## src/hw/rtl/sast_pkg.sv

```systemverilog
`default_nettype none

package sast_pkg;

   localparam int unsigned DEPTH_DEFAULT     = 1024;
   localparam int unsigned ADDR_BITS_DEFAULT = 48;
   localparam int unsigned STATUS_W          = 3;
   localparam int unsigned OPCODE_W          = 2;

   // OR levels between two register ranks in the hit tree
   localparam int unsigned TREE_SPAN = 4;

   typedef enum logic [OPCODE_W-1:0] {
      OP_INSERT  = 2'd0,
      OP_REMOVE  = 2'd1,
      OP_CHECK   = 2'd2,
      OP_REPLACE = 2'd3
   } opcode_type;

   typedef enum logic [STATUS_W-1:0] {
      STAT_OK      = 3'd0,
      STAT_DUP     = 3'd1,
      STAT_MISSING = 3'd2,
      STAT_FULL    = 3'd3,
      STAT_ZERO    = 3'd4
   } status_type;

   typedef enum logic [2:0] {
      S_IDLE,
      S_LOOK_OLD,
      S_LOOK_NEW,
      S_DELETE,
      S_INSERT,
      S_REPLY
   } state_type;

   typedef enum logic [1:0] {
      CELL_HOLD,
      CELL_INSERT,
      CELL_DELETE
   } cell_op_type;

   typedef struct packed {
      cell_op_type op;
   } cell_ctrl_type;

   // register ranks on the path from the leaves to the root of the hit tree
   function automatic int unsigned tree_stages(input int unsigned leaves);
      int unsigned levels;
      levels = $clog2(leaves);
      return levels / TREE_SPAN;
   endfunction

endpackage

`default_nettype wire

```

## src/hw/rtl/sast_cell.sv

```systemverilog
`default_nettype none

module sast_cell #(
   parameter int unsigned INDEX     = 0,
   parameter int unsigned ADDR_BITS = sast_pkg::ADDR_BITS_DEFAULT,
   parameter int unsigned COUNT_W   = $clog2(sast_pkg::DEPTH_DEFAULT + 1)
) (
   input  wire                          clock,
   input  sast_pkg::cell_ctrl_type      ctrl,
   input  wire [COUNT_W-1:0]            count,
   input  wire [ADDR_BITS-1:0]          key,
   input  wire [ADDR_BITS-1:0]          left_entry,
   input  wire                          left_below,
   input  wire [ADDR_BITS-1:0]          right_entry,
   output logic [ADDR_BITS-1:0]         entry,
   output logic                         below,
   output logic                         hit
);

   logic [ADDR_BITS-1:0] entry_ff;
   logic [ADDR_BITS-1:0] entry_in;
   logic                 hit_ff;
   logic                 live_w;

   assign live_w = (count > COUNT_W'(INDEX));
   assign below  = live_w && (entry_ff < key);

   always_comb begin
      entry_in = entry_ff;
      case (ctrl.op)
         sast_pkg::CELL_INSERT: begin
            if (!below) begin
               entry_in = left_below ? key : left_entry;
            end
         end
         sast_pkg::CELL_DELETE: begin
            if (!below) begin
               entry_in = right_entry;
            end
         end
         default: begin
            entry_in = entry_ff;
         end
      endcase
   end

   always_ff @(posedge clock) begin
      entry_ff <= entry_in;
      hit_ff   <= live_w && (entry_ff == key);
   end

   assign entry = entry_ff;
   assign hit   = hit_ff;

endmodule

`default_nettype wire

```

## config.mk

```make
export PLATFORM = sky130hd
export DESIGN_NAME = sast_cell
export DESIGN_NICKNAME = d
export VERILOG_FILES = /design/src/hw/rtl/sast_pkg.sv /design/src/hw/rtl/sast_cell.sv
export SDC_FILE = /design/constraint.sdc
export NUM_CORES = 1
export LEC_CHECK = 0
export ABC_AREA = 0
export BUFFER_PORTS_ARGS = -buffer_cell sky130_fd_sc_hd__buf_2
export CAP_MARGIN = 10
export CORE_MARGIN = 4
export CORE_UTILIZATION = 45
export CTS_CLUSTER_SIZE = 40
export DETAILED_ROUTE_END_ITERATION = 10
export GPL_TIMING_DRIVEN = 0
export PLACE_DENSITY = 0.85
export SYNTH_ARGS = -nofsm -noshare
export SYNTH_HDL_FRONTEND = slang
export SYNTH_SLANG_ARGS = --single-unit
```

## constraint.sdc

```tcl
create_clock -name clock -period 5.75 [get_ports clock]
set_clock_uncertainty 0.15 [all_clocks]
set_input_delay 0.575 -clock clock [delete_from_list [all_inputs] [get_ports clock]]
set_output_delay 0.575 -clock clock [all_outputs]
set_load 0.1 [all_outputs]
```

; ---- After elaboration in Yosys (flattened, before gate mapping)
; Index checks and enable logic that the tools add are counted.
[totals]
ram_bits = 0
mem_count = 0
regBits = 49
mem_bits_ro = 0
latchBits = 0
input_bits = 159
out_inout_bits = 50
[op_classes]
bitwise_logic = 0
n_mux = 4
n_lt_le_gt_ge = 2
mul = 0
shifts = 0
div_mod_pow = 0
eq_ne = 5
n_reduce_logical = 4
add_sub_neg = 0
[ops]
columns = op, n
row1 = $mux 48, 3
row2 = $pmux 48 s2, 1
row3 = $eq 48x48->1, 1
row4 = $lt 48x48->1, 1
row5 = $gt 11x1->1 const B, 1
row6 = $ne 2x2->1 const B, 2
row7 = $reduce_and 3->1, 1
row8 = $eq 2x1->1 const B, 1
row9 = $eq 2x2->1 const B, 1
row10 = $logic_and 1x1->1, 2
row11 = $reduce_bool 2->1, 1

; ---- Longest topological paths before layout
[depth]
depth_word = 4
mapped_depth = 7

; ---- Worst setup path after synthesis
; No wires, ideal clock.
[synth_timing]
path_type = flip-flop to flip-flop
from = register entry_ff[15] (netlist: entry[15])
to = register entry_ff[0] (netlist: entry[0]), enable pin
t_arrival_ps = 4757
path_stages_with_launch = 7
path_slack_ps = 361
t_required_ps = 5117
period_less_slack_ps = 5389
cell_sequence = edfxtp_1 -> ha_1 -> nand4_1 -> or4_1 -> a21o_1 -> a31o_1 -> a31oi_1
[synth_via]
elab_chain_cells = 4
elab_cells_between_ends = 5
cone_classes = 1 x order compare / 2 x eq/ne / 2 x reduce/logical
[synth_rtl]
columns = element, line
row1 = from (decl), sast_cell.sv:20  ; logic [ADDR_BITS-1:0] entry_ff;
row2 = from (signal assigned), sast_cell.sv:48  ; entry_ff <= entry_in;
row3 = $lt 48x48->1 *, sast_cell.sv:26  ; assign below = live_w && (entry_ff < key);
row4 = $logic_and 1x1->1 *, sast_cell.sv:26
row5 = $ne 2x2->1 (no source line), n/a
row6 = $reduce_and 3->1 (no source line) *, n/a
; Mark *: on every way between the ends. The rest lies on a longest branch, timed or not.
; A chain may end at the register's enable or synchronous reset.

; ---- Final worst setup path
[layout_timing]
from = input key[39]
to = output below
[layout_via]
elab_chain_cells = 2
[layout_rtl]
columns = element, line
row1 = from (decl), sast_cell.sv:11  ; input wire [ADDR_BITS-1:0] key,
row2 = $lt 48x48->1, sast_cell.sv:26
row3 = $logic_and 1x1->1, sast_cell.sv:26
row4 = to (decl), sast_cell.sv:16  ; output logic below,
; No other way between the ends.

==> metrics.md <==
| Metric | Value |
|---|---|
| Run status | completed |
| Via count | 3,637 |
| #FFs+latches synth | 49 |
| Number of buffers inserted for hold repair after clock tree synthesis | 0 |
| Number of flops mapped to enable cells by yosys | 48 |
| Initial drt markers | 117 |
| Number of nets in the synthesized netlist | 597 |
| Crit path launch | key[39] |
| Clock transition at the register clock pins on the worst setup and hold paths after CTS | 0.10 ns |
| Power after layout | 1140 uW |
| Gate count after technology mapping | 390 |
| Final estimated routing congestion in global placement | 0.884 |
| WL final | 11,200 um |
| Area used by sequential logic in the layout | 0.00146 mm2 |
| Die outline area | 0.00974 mm2 |
| Crit-path most repeated cell | sky130_fd_sc_hd__buf_2 |
| Max-slew headroom | 0.418 |
| Post-Place Cells | 700 |
| Total overflow reported by the global router | 0 |
| End of the worst register-to-register path | entry[24] |
| Dominant synthesized flop cell | sky130_fd_sc_hd__edfxtp_1 |
| Netlist area before placement | 0.00370 mm2 |
| Critical Path, Cell by Cell | buf_2 -> inv_1 -> ha_1 -> a21oi_1 -> o21ai_1 -> a211oi_1 -> nor4b_1 -> and3_1 -> buf_2 |
| Sequential fraction of the synthesis area | 0.395 |
| Synthesis-to-finish area growth | 34.6% |
| Switching power as a share of total power | 0.425 |
| Total number of nets in the final design | 812 |
| Max stage delay on crit path | 0.72 ns |
| Multi-input gate area in the final layout | 0.00200 mm2 |
| Ratio of total power to cell area | 228 mW/mm2 |
| DRC Markers | 0 |
| Final Hold Slack | 0.389 ns |
| Commonest non-fill, non-tap cells in the layout | sky130_fd_sc_hd__buf_2 (210), sky130_fd_sc_hd__nand2_1 (58), sky130_fd_sc_hd__o21ai_1 (51) |
| Maximum number of pins on one net before global-route repair | 26 |
| Cell Count, Final, Fillers Out | 708 |
| Die height | 98.7 um |
| Setup crit start kind | input port |
| Maximum buffer depth of the clock tree | 2 |
| Row cnt | 32 |
| Area of the placeable core | 0.00785 mm2 |
| Clock Power Share | 0.177 |
| Total of cells resized after clock tree synthesis | 0 |
| Critical hold path startpoint | right_entry[11] |
| Gate power share | 0.426 |
| Mean instance size in the synthesized netlist | 9.49 um2 |
| Buf/Inv on CP | 3 |
| Per-cell via count in the routed design | 5.14 |
| Arrival time worst endpoint | 2.99 ns |
| Power dissipated by switching net loads | 483 uW |
| Number of cells on the critical path | 9 |
| Root buffer cell | sky130_fd_sc_hd__clkbuf_8 |
| Global-route wire length before repair | 17,800 um |
| Total routing resource utilization after global routing | 0.224 |
| Cell-internal power | 653 uW |
| DIE WIDTH | 98.7 um |
| Destination of the critical timing path | below |
| Total clock buffers created by CTS | 5 |
| Leak Pwr | 0.00253 uW |
| Worst hold-check path type | input port to flip-flop |
| Depth of the worst register-to-register path | 7 |
| Unrepaired setup endpoints after global routing | false |
| Critical path's top delay family | simple AND/OR/NAND/NOR gates |
| Final critical-path share of the clock period | 0.646 |
| Number of buffers inserted by port buffering | 207 |
| Max Slew Vio Count | 0 |
| Power share of the sequential group | 0.397 |
| Detailed placer's ending HPWL | 9350 um |
| H-Tree Level Count | 2 |
| Number of fill cells in the layout | 665 |
| Wire length per cell | 15.9 um |
| Worst-case register-to-register setup slack | 2.23 ns |
| Critical-path top delay cell | sky130_fd_sc_hd__nor4b_1 |
| Number of hold violations in the final report | 0 |
| Detailed Routing Iterations Pass 1 | 4 |
| Maximum ir drop on the vdd rail | 0.109 mV |
| Critical Path Fanout Max | 3 |
| Kind of critical path | input port to output port |
| Clock tree from TritonCTS | built |
| Antenna diode instance count | 0 |
| Setup bufs post-CTS | 0 |
| Critical Path End Type | output port |
| Highest clock frequency the design can meet | 0.269 GHz |
| Worst-Margin Slew | 0.873 ns |
| Reg-to-reg critical path startpoint | entry[45] |
| Initial Util | 0.471 |
| TritonCTS Sinks | 49 |
| Post-synthesis cell type count | 34 |
| Antenna violation net count after detailed routing | 0 |
| Most frequent standard cell in the layout excluding fill and tap cells | sky130_fd_sc_hd__buf_2 |
| Number of top-level pins | 209 |
| Share of layout cells above drive strength 1 | 0.363 |
| Synth warnings | 0 |
| Setup-violating endpoint count in the final report | 0 |
| Via count of the first global-routing pass | 3,808 |
| Minimum clock period | 3.72 ns |
| FFs w/ async S/R, synth | 0 |
| Skew-Pair Late Insertion Delay | 0.31 ns |
| Initial antenna violation count | 0 |
| Max-capacitance violation count | 0 |
| Endpoint required time on the critical path | 5.03 ns |
## worst min path at each step
stage	slack, ns	to	cells after the start
5_1_grt	0.40	entry[8]	3
3_5_place_dp	0.60	hit	3
6_report	0.39	entry[11]	3
2_1_floorplan	0.62	entry[0]	2
3_3_place_gp	0.59	hit	3
4_1_cts	0.39	entry[11]	3
## per-layer routing
layer	part of all wire	wire, um	GRT usage
met5	0	0	0
met4	0.017	194	0.0578
met3	0.076	852	0.0488
met2	0.51	5780	0.430
met1	0.39	4420	0.250
## area by class of cell
| cell class | instances | share of cell area |
|---|---|---|
| Buffer | 17 | 0.0136 |
| Multi-Input combinational cell | 275 | 0.402 |
| Clock inverter | 1 | 0.00101 |
| Clock buffer | 7 | 0.0153 |
| Inverter | 49 | 0.0369 |
| Sequential cell | 49 | 0.293 |
| Timing Repair Buffer | 208 | 0.212 |
| Tap cell | 102 | 0.0256 |
## sequential cells by signal (all words and copies together) (netlist names)
signal  cells
entry      48
hit         1
## power groups by stage
stage               clock, uW  combinational (uW)  sequential (uW)
floorplan                   0                 151              660
global placement            0                 469              463
detailed placement          0                 485              459
CTS                       204                 487              451
global route              222                 520              454
finish                    201                 484              451
## worst register-to-register path, stage by stage, from the launching register on
cell and delay (ns):
sky130_fd_sc_hd__edfxtp_1 0.42, sky130_fd_sc_hd__ha_1 0.31, sky130_fd_sc_hd__nand4_1 0.17, sky130_fd_sc_hd__nor4_1 0.64, sky130_fd_sc_hd__nand3_2 0.22, sky130_fd_sc_hd__a31o_1 0.29, sky130_fd_sc_hd__a31oi_4 0.73, sky130_fd_sc_hd__buf_12 0.28
## synth_stat cells (all sizes together), types with 2 or more instances
library cell,number,area (um2)
a21oi,18,90.1
buf,5,22.5
and3,2,12.5
a31oi,2,12.5
a211oi,3,22.5
nand2,59,238
nor4,5,31.3
a21o,2,15.0
nor2b,2,12.5
inv,49,184
o21ai,55,275
edfxtp,48,1440
mux2i,48,480
nand3,4,25.0
nand4,10,62.6
ha,48,601
nor2,6,22.5
clkbuf,12,45.0
## cells by family after synthesis
| kind of cell | after synthesis | synth area share |
|---|---|---|
| muxes | 48 | 0.130 |
| and+or+nand+nor | 92 | 0.117 |
| xor gates and xnor gates | 1 | 0.00237 |
| buffers and inverters | 66 | 0.0680 |
| AOI/OAI and AO/OA | 86 | 0.126 |
| adders and majority gates | 48 | 0.162 |
| DFF | 49 | 0.395 |
## stage by stage
step	TNS [ns]	setup slack (ns)	util	area, um2
3_5_place_dp	0	1.90	0.624	4900
3_3_place_gp	-44.48	-0.927	0.620	4860
5_1_grt	0	1.86	0.635	4980
4_1_cts	0	2.04	0.635	4980
2_1_floorplan	0	0.361	-	3700
6_report	0	2.03	0.635	4980
No activity file was read; power rests on OpenSTA's default activity.
