`src/hw/rtl/sast_pkg.sv`:
```
`default_nettype none

package sast_pkg;

   localparam int unsigned DEPTH_DEFAULT     = 1024;
   localparam int unsigned ADDR_BITS_DEFAULT = 48;
   localparam int unsigned STATUS_W          = 3;
   localparam int unsigned OPCODE_W          = 2;

   // OR levels between two register ranks in the hit tree
   localparam int unsigned TREE_SPAN = 4;

   typedef enum logic [OPCODE_W-1:0] {
      OP_INSERT  = 2'd0,
      OP_REMOVE  = 2'd1,
      OP_CHECK   = 2'd2,
      OP_REPLACE = 2'd3
   } opcode_type;

   typedef enum logic [STATUS_W-1:0] {
      STAT_OK      = 3'd0,
      STAT_DUP     = 3'd1,
      STAT_MISSING = 3'd2,
      STAT_FULL    = 3'd3,
      STAT_ZERO    = 3'd4
   } status_type;

   typedef enum logic [2:0] {
      S_IDLE,
      S_LOOK_OLD,
      S_LOOK_NEW,
      S_DELETE,
      S_INSERT,
      S_REPLY
   } state_type;

   typedef enum logic [1:0] {
      CELL_HOLD,
      CELL_INSERT,
      CELL_DELETE
   } cell_op_type;

   typedef struct packed {
      cell_op_type op;
   } cell_ctrl_type;

   // register ranks on the path from the leaves to the root of the hit tree
   function automatic int unsigned tree_stages(input int unsigned leaves);
      int unsigned levels;
      levels = $clog2(leaves);
      return levels / TREE_SPAN;
   endfunction

endpackage

`default_nettype wire

```
`src/hw/rtl/sast_or_tree.sv`:
```
`default_nettype none

module sast_or_tree #(
   parameter int unsigned LEAVES = sast_pkg::DEPTH_DEFAULT
) (
   input  wire              clock,
   input  wire [LEAVES-1:0] leaf,
   output logic             root
);

   localparam int unsigned LOG_P = $clog2(LEAVES);
   localparam int unsigned P     = 1 << LOG_P;

   // heap order: node n has children 2n and 2n+1, leaves from P upwards
   logic [2*P-1:1] node_w;

   genvar j, n;

   for (j = 0; j < P; j++) begin : g_leaf
      if (j < LEAVES) begin : g_used
         assign node_w[P+j] = leaf[j];
      end else begin : g_pad
         assign node_w[P+j] = 1'b0;
      end
   end

   for (n = 1; n < P; n++) begin : g_node
      localparam int unsigned HEIGHT = LOG_P - ($clog2(n + 1) - 1);
      if ((HEIGHT % sast_pkg::TREE_SPAN) == 0) begin : g_reg
         logic hold_ff;
         always_ff @(posedge clock) begin
            hold_ff <= node_w[2*n] | node_w[2*n+1];
         end
         assign node_w[n] = hold_ff;
      end else begin : g_comb
         assign node_w[n] = node_w[2*n] | node_w[2*n+1];
      end
   end

   assign root = node_w[1];

endmodule

`default_nettype wire
```
`config.mk`:
```
export PLATFORM = sky130hd
export DESIGN_NAME = sast_or_tree
export DESIGN_NICKNAME = d
export VERILOG_FILES = /design/src/hw/rtl/sast_pkg.sv /design/src/hw/rtl/sast_or_tree.sv
export SDC_FILE = /design/constraint.sdc
export NUM_CORES = 1
export LEC_CHECK = 0
export BUFFER_PORTS_ARGS = -buffer_cell sky130_fd_sc_hd__buf_2
export CAP_MARGIN = 5
export CELL_PAD_IN_SITES_DETAIL_PLACEMENT = 0
export CELL_PAD_IN_SITES_GLOBAL_PLACEMENT = 1
export CORE_AREA = 2 2 395 397
export CTS_CLUSTER_DIAMETER = 30
export DETAILED_ROUTE_END_ITERATION = 10
export DIE_AREA = 0 0 397 399
export PLACE_DENSITY_LB_ADDON = 0.1
export SETUP_SLACK_MARGIN = 0.3
export SLEW_MARGIN = 30
export SYNTH_ARGS = -nofsm -noshare
export SYNTH_HDL_FRONTEND = slang
export SYNTH_SLANG_ARGS = --single-unit
```
`constraint.sdc`:
```
create_clock -name clock -period 1.3 [get_ports clock]
set_input_delay 0.39 -clock clock [delete_from_list [all_inputs] [get_ports clock]]
set_output_delay 0.39 -clock clock [all_outputs]
set_load 0.05 [all_outputs]
```
* Yosys cells after proc, flatten, opt, wreduce, memory -nomap -nowiden
Cells that the tools add are included.
Word-level totals: register bits after elaboration 68, word-level logic and storage cells 1091, bits of input ports 1025
Operators by class: bitwise logic cells 1023
Operator list (count):
- $or 1x1->1 | 1023

* Longest topological paths before layout
Gate-level depths: netlist (run 1).
word-level depth 4, gate-level depth with buffers 2, mapped depth without buffers 2

* Worst setup path before layout (run 1)
No wires, ideal clock.
path kind flip-flop to output port, start point register g_node[5].g_reg.hold_ff, end point output port root, data required time 910 ps, data arrival time 1042 ps, path slack -132 ps, stages on the path, launching flop included 2, path buffers 0, path through dfxtp_1 -> or4_1
Between the ends: longest elaborated chain between the ends 2
RTL lines:
- start: declaration | RTL line sast_or_tree.sv:30 | logic hold_ff;
- start signal: assignment | RTL line sast_or_tree.sv:32 | hold_ff <= node_w[2*n] | node_w[2*n+1];
- $or 1x1->1 (2 in a row) | RTL line sast_or_tree.sv:36 | assign node_w[n] = node_w[2*n] | node_w[2*n+1];
- end: declaration | RTL line sast_or_tree.sv:8 | output logic root
No other way between the ends.

* Final worst setup path (run 1)
Ends and elaborated chain as after synthesis.

==> flow_summary.ini, run 1 <==
[outcome]
status = finished, violations left
violations = negative setup slack

[pwr]
p_total_mw = 6.82
power_density_nw_per_um2 = 569
p_leak_nw = 5.14
ir_drop_mv = 0.439

[timing]
finalClockSkew_ps = 9.61
max_freq_ghz = 0.547
finalCritPeriodShare = 1.41
whs_ps = 167
finalMaxSlewViolations = 0
finalWorstSetupSlack_ps = -529
worst_pin_slew_ps = 601
relSlewSlack = 0.596
fin_crit_ps = 1830
setup_viol = 1
rsz0062_at_grt = true
final-hold-violation-count = 0

[yosys]
synth-edff-count = 0
yosysTopAreaCell = nor4_1
yosysUniqueCellTypes = 4
postSynth.asyncResetShare = 0
synthTopCellsByCount = nor4_1 (272), dfxtp_1 (68), nand4_1 (68), or4_1 (1)
syn_avg_cell_area_um2 = 8.55
ys_ff_latch = 68
syn_nets = 1434
synth_area_leaders = nor4_1 (49%), dfxtp_1 (39%), nand4_1 (12%), or4_1 (0.21%)
ys_warn_count = 0
yosysMostFrequentCell = nor4_1
syn-cell-area_um2 = 3500
synthFlopType = dfxtp_1
syn_inst = 409
synth_top_area_share = 0.487
yosysSeqAreaShare = 0.389

[clock_tree]
cts_root_buffer = clkbuf_16
cts_buffers = 9
htreeDepth = 3
clk_pin_slew_ps = 70
clkLatencyLatePin_ps = 420
cts_setup_buffers = 0
cts_tree = built
cts_buffer_depth = 2
cts.sinks = 68

[layout]
finalNetCount = 2508
drive_gt1_frac = 0.741
regMostFlops = g_node.g_reg.hold_ff
syn2layout_area_growth_pct = 243
biggestRegsByFlops = g_node.g_reg.hold_ff (68)
final_cells = 3536
largest_reg_flops = 68

[global_route]
grt_pass1_wl_um = 75900
grt_use_total = 0.0726
antenna_found_initial = 28
grt_start_max_net_pins = 12
grt_pass1_vias = 9500
grt_overflow = 0

[drt]
drc = 0
routed_via_density = 2.39
drt-total-wl_um = 61200
wl_per_cell_um = 17.3
antenna_left = 0
drtIter0Drc = 254
vias = 8448
drt-pass1-iter-count = 4

[setup_path]
path_max_fanout = 1
required_ps = 910
endpoint_kind = output port
path_class = reg2out
cp.arrival_ps = 1440
start_kind = register

[die]
coreArea_um2 = 154000
chipWidth_um = 397
start_util = 0.0227
die_area_um2 = 158000
rows = 144
num_io_pins = 1026
fp.dieH_um = 399

[placement]
post-place-cells = 3516
dp_hpwl_um = 57800
gp_congestion = 0.921
portBuffers = 1025

[job]
maxCapViolCount = 0

[worst_hold_path]
hold_class = in2reg
## worst max-delay path: stages (launching register included)
cell and delay [ps]:
dfxtp_1 310, or4_4 540, buf_6 170
## metal layers
metal,GRT usage,share of wire,vias up
li1,-,-,4069
met5,0,0.0012,-
met2,0.149,0.58,491
met3,0.0217,0.072,54
met4,0.0225,0.019,10
met1,0.0672,0.32,3824
## cells by family after synthesis
family	count (synthesis)	share of synthesized area
flops	68	0.389
simple gates	341	0.611
## where the power goes
| group | leakage, nW | internal [mW] | switching [mW] |
|---|---|---|---|
| logic | 4.46 | 1.21 | 0.706 |
| registers | 0.547 | 2.08 | 0.0000398 |
| clock network | 0.139 | 1.48 | 1.35 |
## metrics by stage
stage | area [um2] | TNS [ps] | utilization | setup slack, ps
global placement | 11500 | -2330 | 0.0746 | -455
finish | 12000 | -529 | 0.0780 | -529
CTS | 11900 | -650 | 0.0777 | -637
detailed placement | 11500 | -2540 | 0.0746 | -481
floorplan | 3500 | 0 | - | 1.93
global route | 12000 | -626 | 0.0780 | -608
## repair_timing
item,CTS,global route
gates resized for setup,31,11
endpoints found under the setup margin,7,8
pin swaps,9,6
hold buffers,0,0
## final cells by class
type | count | area [um2]
Clock buffer | 11 | 233
Antenna cell | 4 | 10.0
Multi-Input combinational cell | 341 | 2310
Tap cell | 2044 | 2560
Sequential cell | 68 | 1380
Clock inverter | 5 | 52.6
Timing Repair Buffer | 1063 | 5450
Fill cell | 18200 | 142000
## final timing paths
path,from,endpoint,slack (ps),cells past startpoint
max,g_node[5].g_reg.hold_ff,root,-530,2
max reg2reg,g_node[88].g_reg.hold_ff,g_node[5].g_reg.hold_ff,50,3
min,leaf[750],g_node[110].g_reg.hold_ff,170,3
min reg2reg,g_node[104].g_reg.hold_ff,g_node[6].g_reg.hold_ff,450,2
## cell usage in the layout (no fill, tap or decap), types with 4 or more instances in the layout
cell type / n
nor4_2: 10
buf_2: 1020
buf_6: 7
diode_2: 4
nor4_1: 255
dfxtp_2: 6
dfxtp_1: 60
nand4_1: 68
nor4_4: 7
buf_4: 36
clkbuf_16: 9
(Power assumes the default switching activity.)
==> run 2: changes to the inputs <==
--- a/config.mk
+++ b/config.mk
@@ -13,6 +13,7 @@
 export CTS_CLUSTER_DIAMETER = 30
 export DETAILED_ROUTE_END_ITERATION = 10
 export DIE_AREA = 0 0 397 399
+export MAX_ROUTING_LAYER = met4
 export PLACE_DENSITY_LB_ADDON = 0.1
 export SETUP_SLACK_MARGIN = 0.3
 export SLEW_MARGIN = 30
==> run 2 against run 1 <==
  * The run still ends with negative setup slack left
  * Setup slack improved by 25 ps
  * Combinational power about the same
  * Clock skew is 0.89 ps lower
  * Register-to-register slack barely moved
  * Fmax up 1.4%
  * Non-clock buffer count up 3
  * Via count is 0.15% lower
  * Global-route usage is 0.080 points higher
  * Cell count increased by 0.23%
  * Power is 2.8% lower
  * First-iteration DRC count increased by 6.3%
  * Sequential power hardly changed
  * Critical endpoint unchanged
  * Highest routed layer is now met4
==> flow_summary.ini, run 2 (synthesized netlist as in run 1, its figures left out) <==
[die]
die_area_um2 = 158000
chipWidth_um = 397
num_io_pins = 1026
rows = 144
coreArea_um2 = 154000
start_util = 0.0227
fp.dieH_um = 399

[setup_path]
required_ps = 910
endpoint_kind = output port
reg2reg_from = g_node[91].g_reg.hold_ff
path_max_fanout = 1
path_class = reg2out
r2r_end = g_node[5].g_reg.hold_ff
startpoint = g_node[4].g_reg.hold_ff
r2r_slack_ps = 60
start_kind = register
cp.arrival_ps = 1410
r2r_cells = 3

[timing]
finalClockSkew_ps = 8.73
worst_pin_slew_ps = 517
finalCritPeriodShare = 1.39
finalMaxSlewViolations = 0
setup_viol = 1
final-hold-violation-count = 0
fin_crit_ps = 1800
max_freq_ghz = 0.554
relSlewSlack = 0.652
finalWorstSetupSlack_ps = -505
rsz0062_at_grt = true

[drt]
routed_via_density = 2.38
drt-pass1-iter-count = 4
drtIter0Drc = 270
vias = 8435
drt-total-wl_um = 60800
antenna_left = 0
drc = 0
wl_per_cell_um = 17.2

[layout]
final_cells = 3544
final_util = 0.0783
layout_common_cells = buf_2 (1020), nor4_1 (252), nand4_1 (68)
nFillCells = 18200
regMostFlops = g_node.g_reg.hold_ff
drive_gt1_frac = 0.745
syn2layout_area_growth_pct = 244
fin_area_um2 = 12000
biggestRegsByFlops = g_node.g_reg.hold_ff (68)
finalNetCount = 2511
final_common_cell = buf_2
largest_reg_flops = 68

[pwr]
ir_drop_mv = 0.462
p_leak_nw = 5.15
p_total_mw = 6.63
power_density_nw_per_um2 = 551

[clock_tree]
cts_tree = built
cts_buffer_depth = 2
cts_buffers = 9
clk_pin_slew_ps = 70
htreeDepth = 3
cts_hold_buf = 0
cts_root_buffer = clkbuf_16
clkLatencyLatePin_ps = 380
cts.sinks = 68
cts_setup_buffers = 0

[global_route]
grt_overflow = 0
grt_pass1_vias = 9646
antenna_found_initial = 21
grt_start_max_net_pins = 14
grt_use_total = 0.0734
grt_pass1_wl_um = 75700

[worst_hold_path]
hold_class = in2reg
holdPathStages = 3
hold_path_end = g_node[73].g_reg.hold_ff
hp-start = leaf[158]

[placement]
gp_congestion = 0.946
dp_hpwl_um = 57600
post-place-cells = 3519
portBuffers = 1025
placed_area_um2 = 11500

[outcome]
violations = negative setup slack
status = finished, violations left

[job]
maxCapViolCount = 0
[run 2: changes by cell type in the layout (fill, tap and decap cells not counted), moves of 2 or more]
cell	before	now
diode_2	4	9
buf_4	36	39
nor4_1	255	252
nor4_2	10	13
clkbuf_1	2	0
clkinvlp_4	1	3
inv_6	0	2
[run 2: area by class of cell]
type / instances / area (um2) / share of cell area
Sequential cell: 68 / 1370 / 0.114
Antenna cell: 9 / 22.5 / 0.00187
Multi-Input combinational cell: 341 / 2320 / 0.193
Clock buffer: 9 / 225 / 0.0187
Timing Repair Buffer: 1066 / 5480 / 0.455
Tap cell: 2044 / 2560 / 0.213
Clock inverter: 7 / 50.0 / 0.00416
[run 2: stage by stage]
stage	worst slack [ps]	setup TNS [ps]	hold WS, ps
floorplan	1.93	0	400
global placement	-509	-2170	427
detailed placement	-534	-2260	424
CTS	-579	-579	139
global route	-579	-604	172
finish	-505	-505	202
[run 2: what timing repair did]
item                                    in CTS  in global routing
resized for setup                           37                  8
endpoints found under the hold margin        0                  0
pin swaps                                   11                  5
endpoints found under the setup margin       9                  8
[run 2: worst max-delay path, cell delays in order (launching register included)]
cell and delay, ps:
dfxtp_1 300, or4_4 560, buf_8 170
[run 2: worst max path at each step]
stage | endpoint | slack (ps) | cells past startpoint
2_1_floorplan | root | 2 | 1
3_3_place_gp | g_node[64].g_reg.hold_ff | -510 | 4
3_5_place_dp | g_node[64].g_reg.hold_ff | -530 | 4
4_1_cts | root | -580 | 2
5_1_grt | root | -580 | 2
6_report | root | -500 | 2
[run 2: layer usage]
| layer | GRT usage | vias up | share of wire |
|---|---|---|---|
| met5 | - | - | 0 |
| met4 | 0.0177 | 0 | 0.017 |
| met3 | 0.0206 | 46 | 0.072 |
| met2 | 0.146 | 489 | 0.58 |
| met1 | 0.0679 | 3819 | 0.33 |
| li1 | - | 4081 | - |
[run 2: where the power goes]
group / total [mW] / internal [mW] / leakage [nW] / switching (mW)
Clock: 2.62 / 1.30 / 0.128 / 1.32
Combinational: 1.93 / 1.21 / 4.48 / 0.721
Sequential: 2.08 / 2.08 / 0.547 / 0.0000406
Total: 6.63 / 4.59 / 5.15 / 2.04
==> run 3: changes to the inputs <==
--- a/config.mk
+++ b/config.mk
@@ -13,6 +13,7 @@
 export CTS_CLUSTER_DIAMETER = 30
 export DETAILED_ROUTE_END_ITERATION = 10
 export DIE_AREA = 0 0 397 399
+export GPL_TIMING_DRIVEN = 0
 export MAX_ROUTING_LAYER = met4
 export PLACE_DENSITY_LB_ADDON = 0.1
 export SETUP_SLACK_MARGIN = 0.3
==> run 3 against run 2 <==
  * The run still ends with negative setup slack left
  * Register-to-register slack better by 170 ps
  * Setup slack worse by 35 ps
  * Flip-flop and latch count unchanged
  * Clock skew up 3.2 ps
  * Critical path type unchanged
==> flow_summary.ini, run 3 (synthesized netlist as in run 1, its figures left out) <==
[clock_tree]
cts_buffer_depth = 2
htreeDepth = 3
cts_setup_buffers = 0
cts_hold_buf = 0
clkLatencyLatePin_ps = 390
cts_tree = built
cts.sinks = 68
cts_root_buffer = clkbuf_16
cts_buffers = 9
clk_pin_slew_ps = 60

[global_route]
grt_use_total = 0.0751
grt_start_max_net_pins = 11
grt_pass1_wl_um = 76100
antenna_found_initial = 31
grt_overflow = 0
grt_pass1_vias = 9279

[drt]
drc = 0
antenna_left = 0
routed_via_density = 2.36
drt-pass1-iter-count = 4
drtIter0Drc = 253
wl_per_cell_um = 17.6
drt-total-wl_um = 61800
vias = 8271

[setup_path]
required_ps = 910
r2r_cells = 2
reg2reg_from = g_node[114].g_reg.hold_ff
r2r_slack_ps = 230
start_kind = register
startpoint = g_node[5].g_reg.hold_ff
path_class = reg2out
r2r_end = g_node[7].g_reg.hold_ff
crit_end = root
path_max_fanout = 1
cp.arrival_ps = 1450
endpoint_kind = output port

[layout]
final_cells = 3511
syn2layout_area_growth_pct = 239
biggestRegsByFlops = g_node.g_reg.hold_ff (68)
drive_gt1_frac = 0.741
final_common_cell = buf_2
regMostFlops = g_node.g_reg.hold_ff
final_util = 0.0772
layout_common_cells = buf_2 (1017), nor4_1 (246), nand4_1 (68)
largest_reg_flops = 68
finalNetCount = 2471
fin_area_um2 = 11900

[timing]
max_freq_ghz = 0.544
finalCritPeriodShare = 1.41
rsz0062_at_grt = true
fin_crit_ps = 1840
finalMaxSlewViolations = 0
worst_pin_slew_ps = 598
relSlewSlack = 0.599
finalClockSkew_ps = 12.0
fin_tns_setup_ps = -848
finalWorstSetupSlack_ps = -539
setup_viol = 2
final-hold-violation-count = 0

[placement]
portBuffers = 1025
post-place-cells = 3479
placed_area_um2 = 11200
gp_congestion = 0.935
dp_hpwl_um = 58700

[die]
start_util = 0.0227
die_area_um2 = 158000
num_io_pins = 1026
fp.dieH_um = 399
chipWidth_um = 397
rows = 144
coreArea_um2 = 154000

[pwr]
ir_drop_mv = 0.667
p_leak_nw = 4.97
p_total_mw = 6.72
power_density_nw_per_um2 = 566

[worst_hold_path]
hold_class = in2reg

[job]
maxCapViolCount = 0

[outcome]
violations = negative setup slack
status = finished, violations left
==> run 3: cell count changes in the layout (fill, tap and decap cells not counted), sizes merged <==
cell      change
clkbuf        +3
clkinvlp      -3
diode         +9
clkinv        -1
bufinv        +1
buf          -40
inv           -2
==> run 3: layout make-up <==
type / instances / area, um2
repair buffers: 1026 / 5190
clock inverters: 2 / 35.0
diodes: 18 / 45.0
clock buffers: 12 / 256
well taps: 2044 / 2560
fillers: 18100 / 142000
flip-flops and latches: 68 / 1380
multi-input cells: 341 / 2410
==> run 3: where the power goes <==
part | internal [mW] | switching (mW)
combinational | 1.19 | 0.729
clock | 1.57 | 1.16
sequential | 2.08 | 0.0000340
==> run 3: critical path, stage by stage (launching register included) <==
cell and delay, ps:
dfxtp_4 360, or4_4 520, buf_12 170
==> run 3: worst min path at each step <==
stage | from | end | cells past startpoint
after floorplan | g_node[78].g_reg.hold_ff | g_node[4].g_reg.hold_ff | 2
after global placement | g_node[78].g_reg.hold_ff | g_node[4].g_reg.hold_ff | 2
after detailed placement | g_node[78].g_reg.hold_ff | g_node[4].g_reg.hold_ff | 2
after CTS | leaf[894] | g_node[119].g_reg.hold_ff | 3
after global routing | leaf[894] | g_node[119].g_reg.hold_ff | 3
final | leaf[894] | g_node[119].g_reg.hold_ff | 3
==> run 3: metal layers <==
layer,track usage,part of all wire,up-vias
li1,-,-,4011
met1,0.0683,0.33,3747
met2,0.149,0.58,478
met3,0.0255,0.073,35
met4,0.0142,0.013,0
met5,-,0,-
==> run 3: metrics by stage <==
step           worst slack, ps  hold WS [ps]
4_1_cts                   -636           117
3_3_place_gp             -1490           440
3_5_place_dp              -942           438
6_report                  -539           196
5_1_grt                   -630           138
2_1_floorplan             1.93           400
==> run 3: repair_timing <==
item,in CTS,in global routing
cloned,0,0
setup endpoints to repair,15,9
pin swaps,13,3
resized for setup,45,8
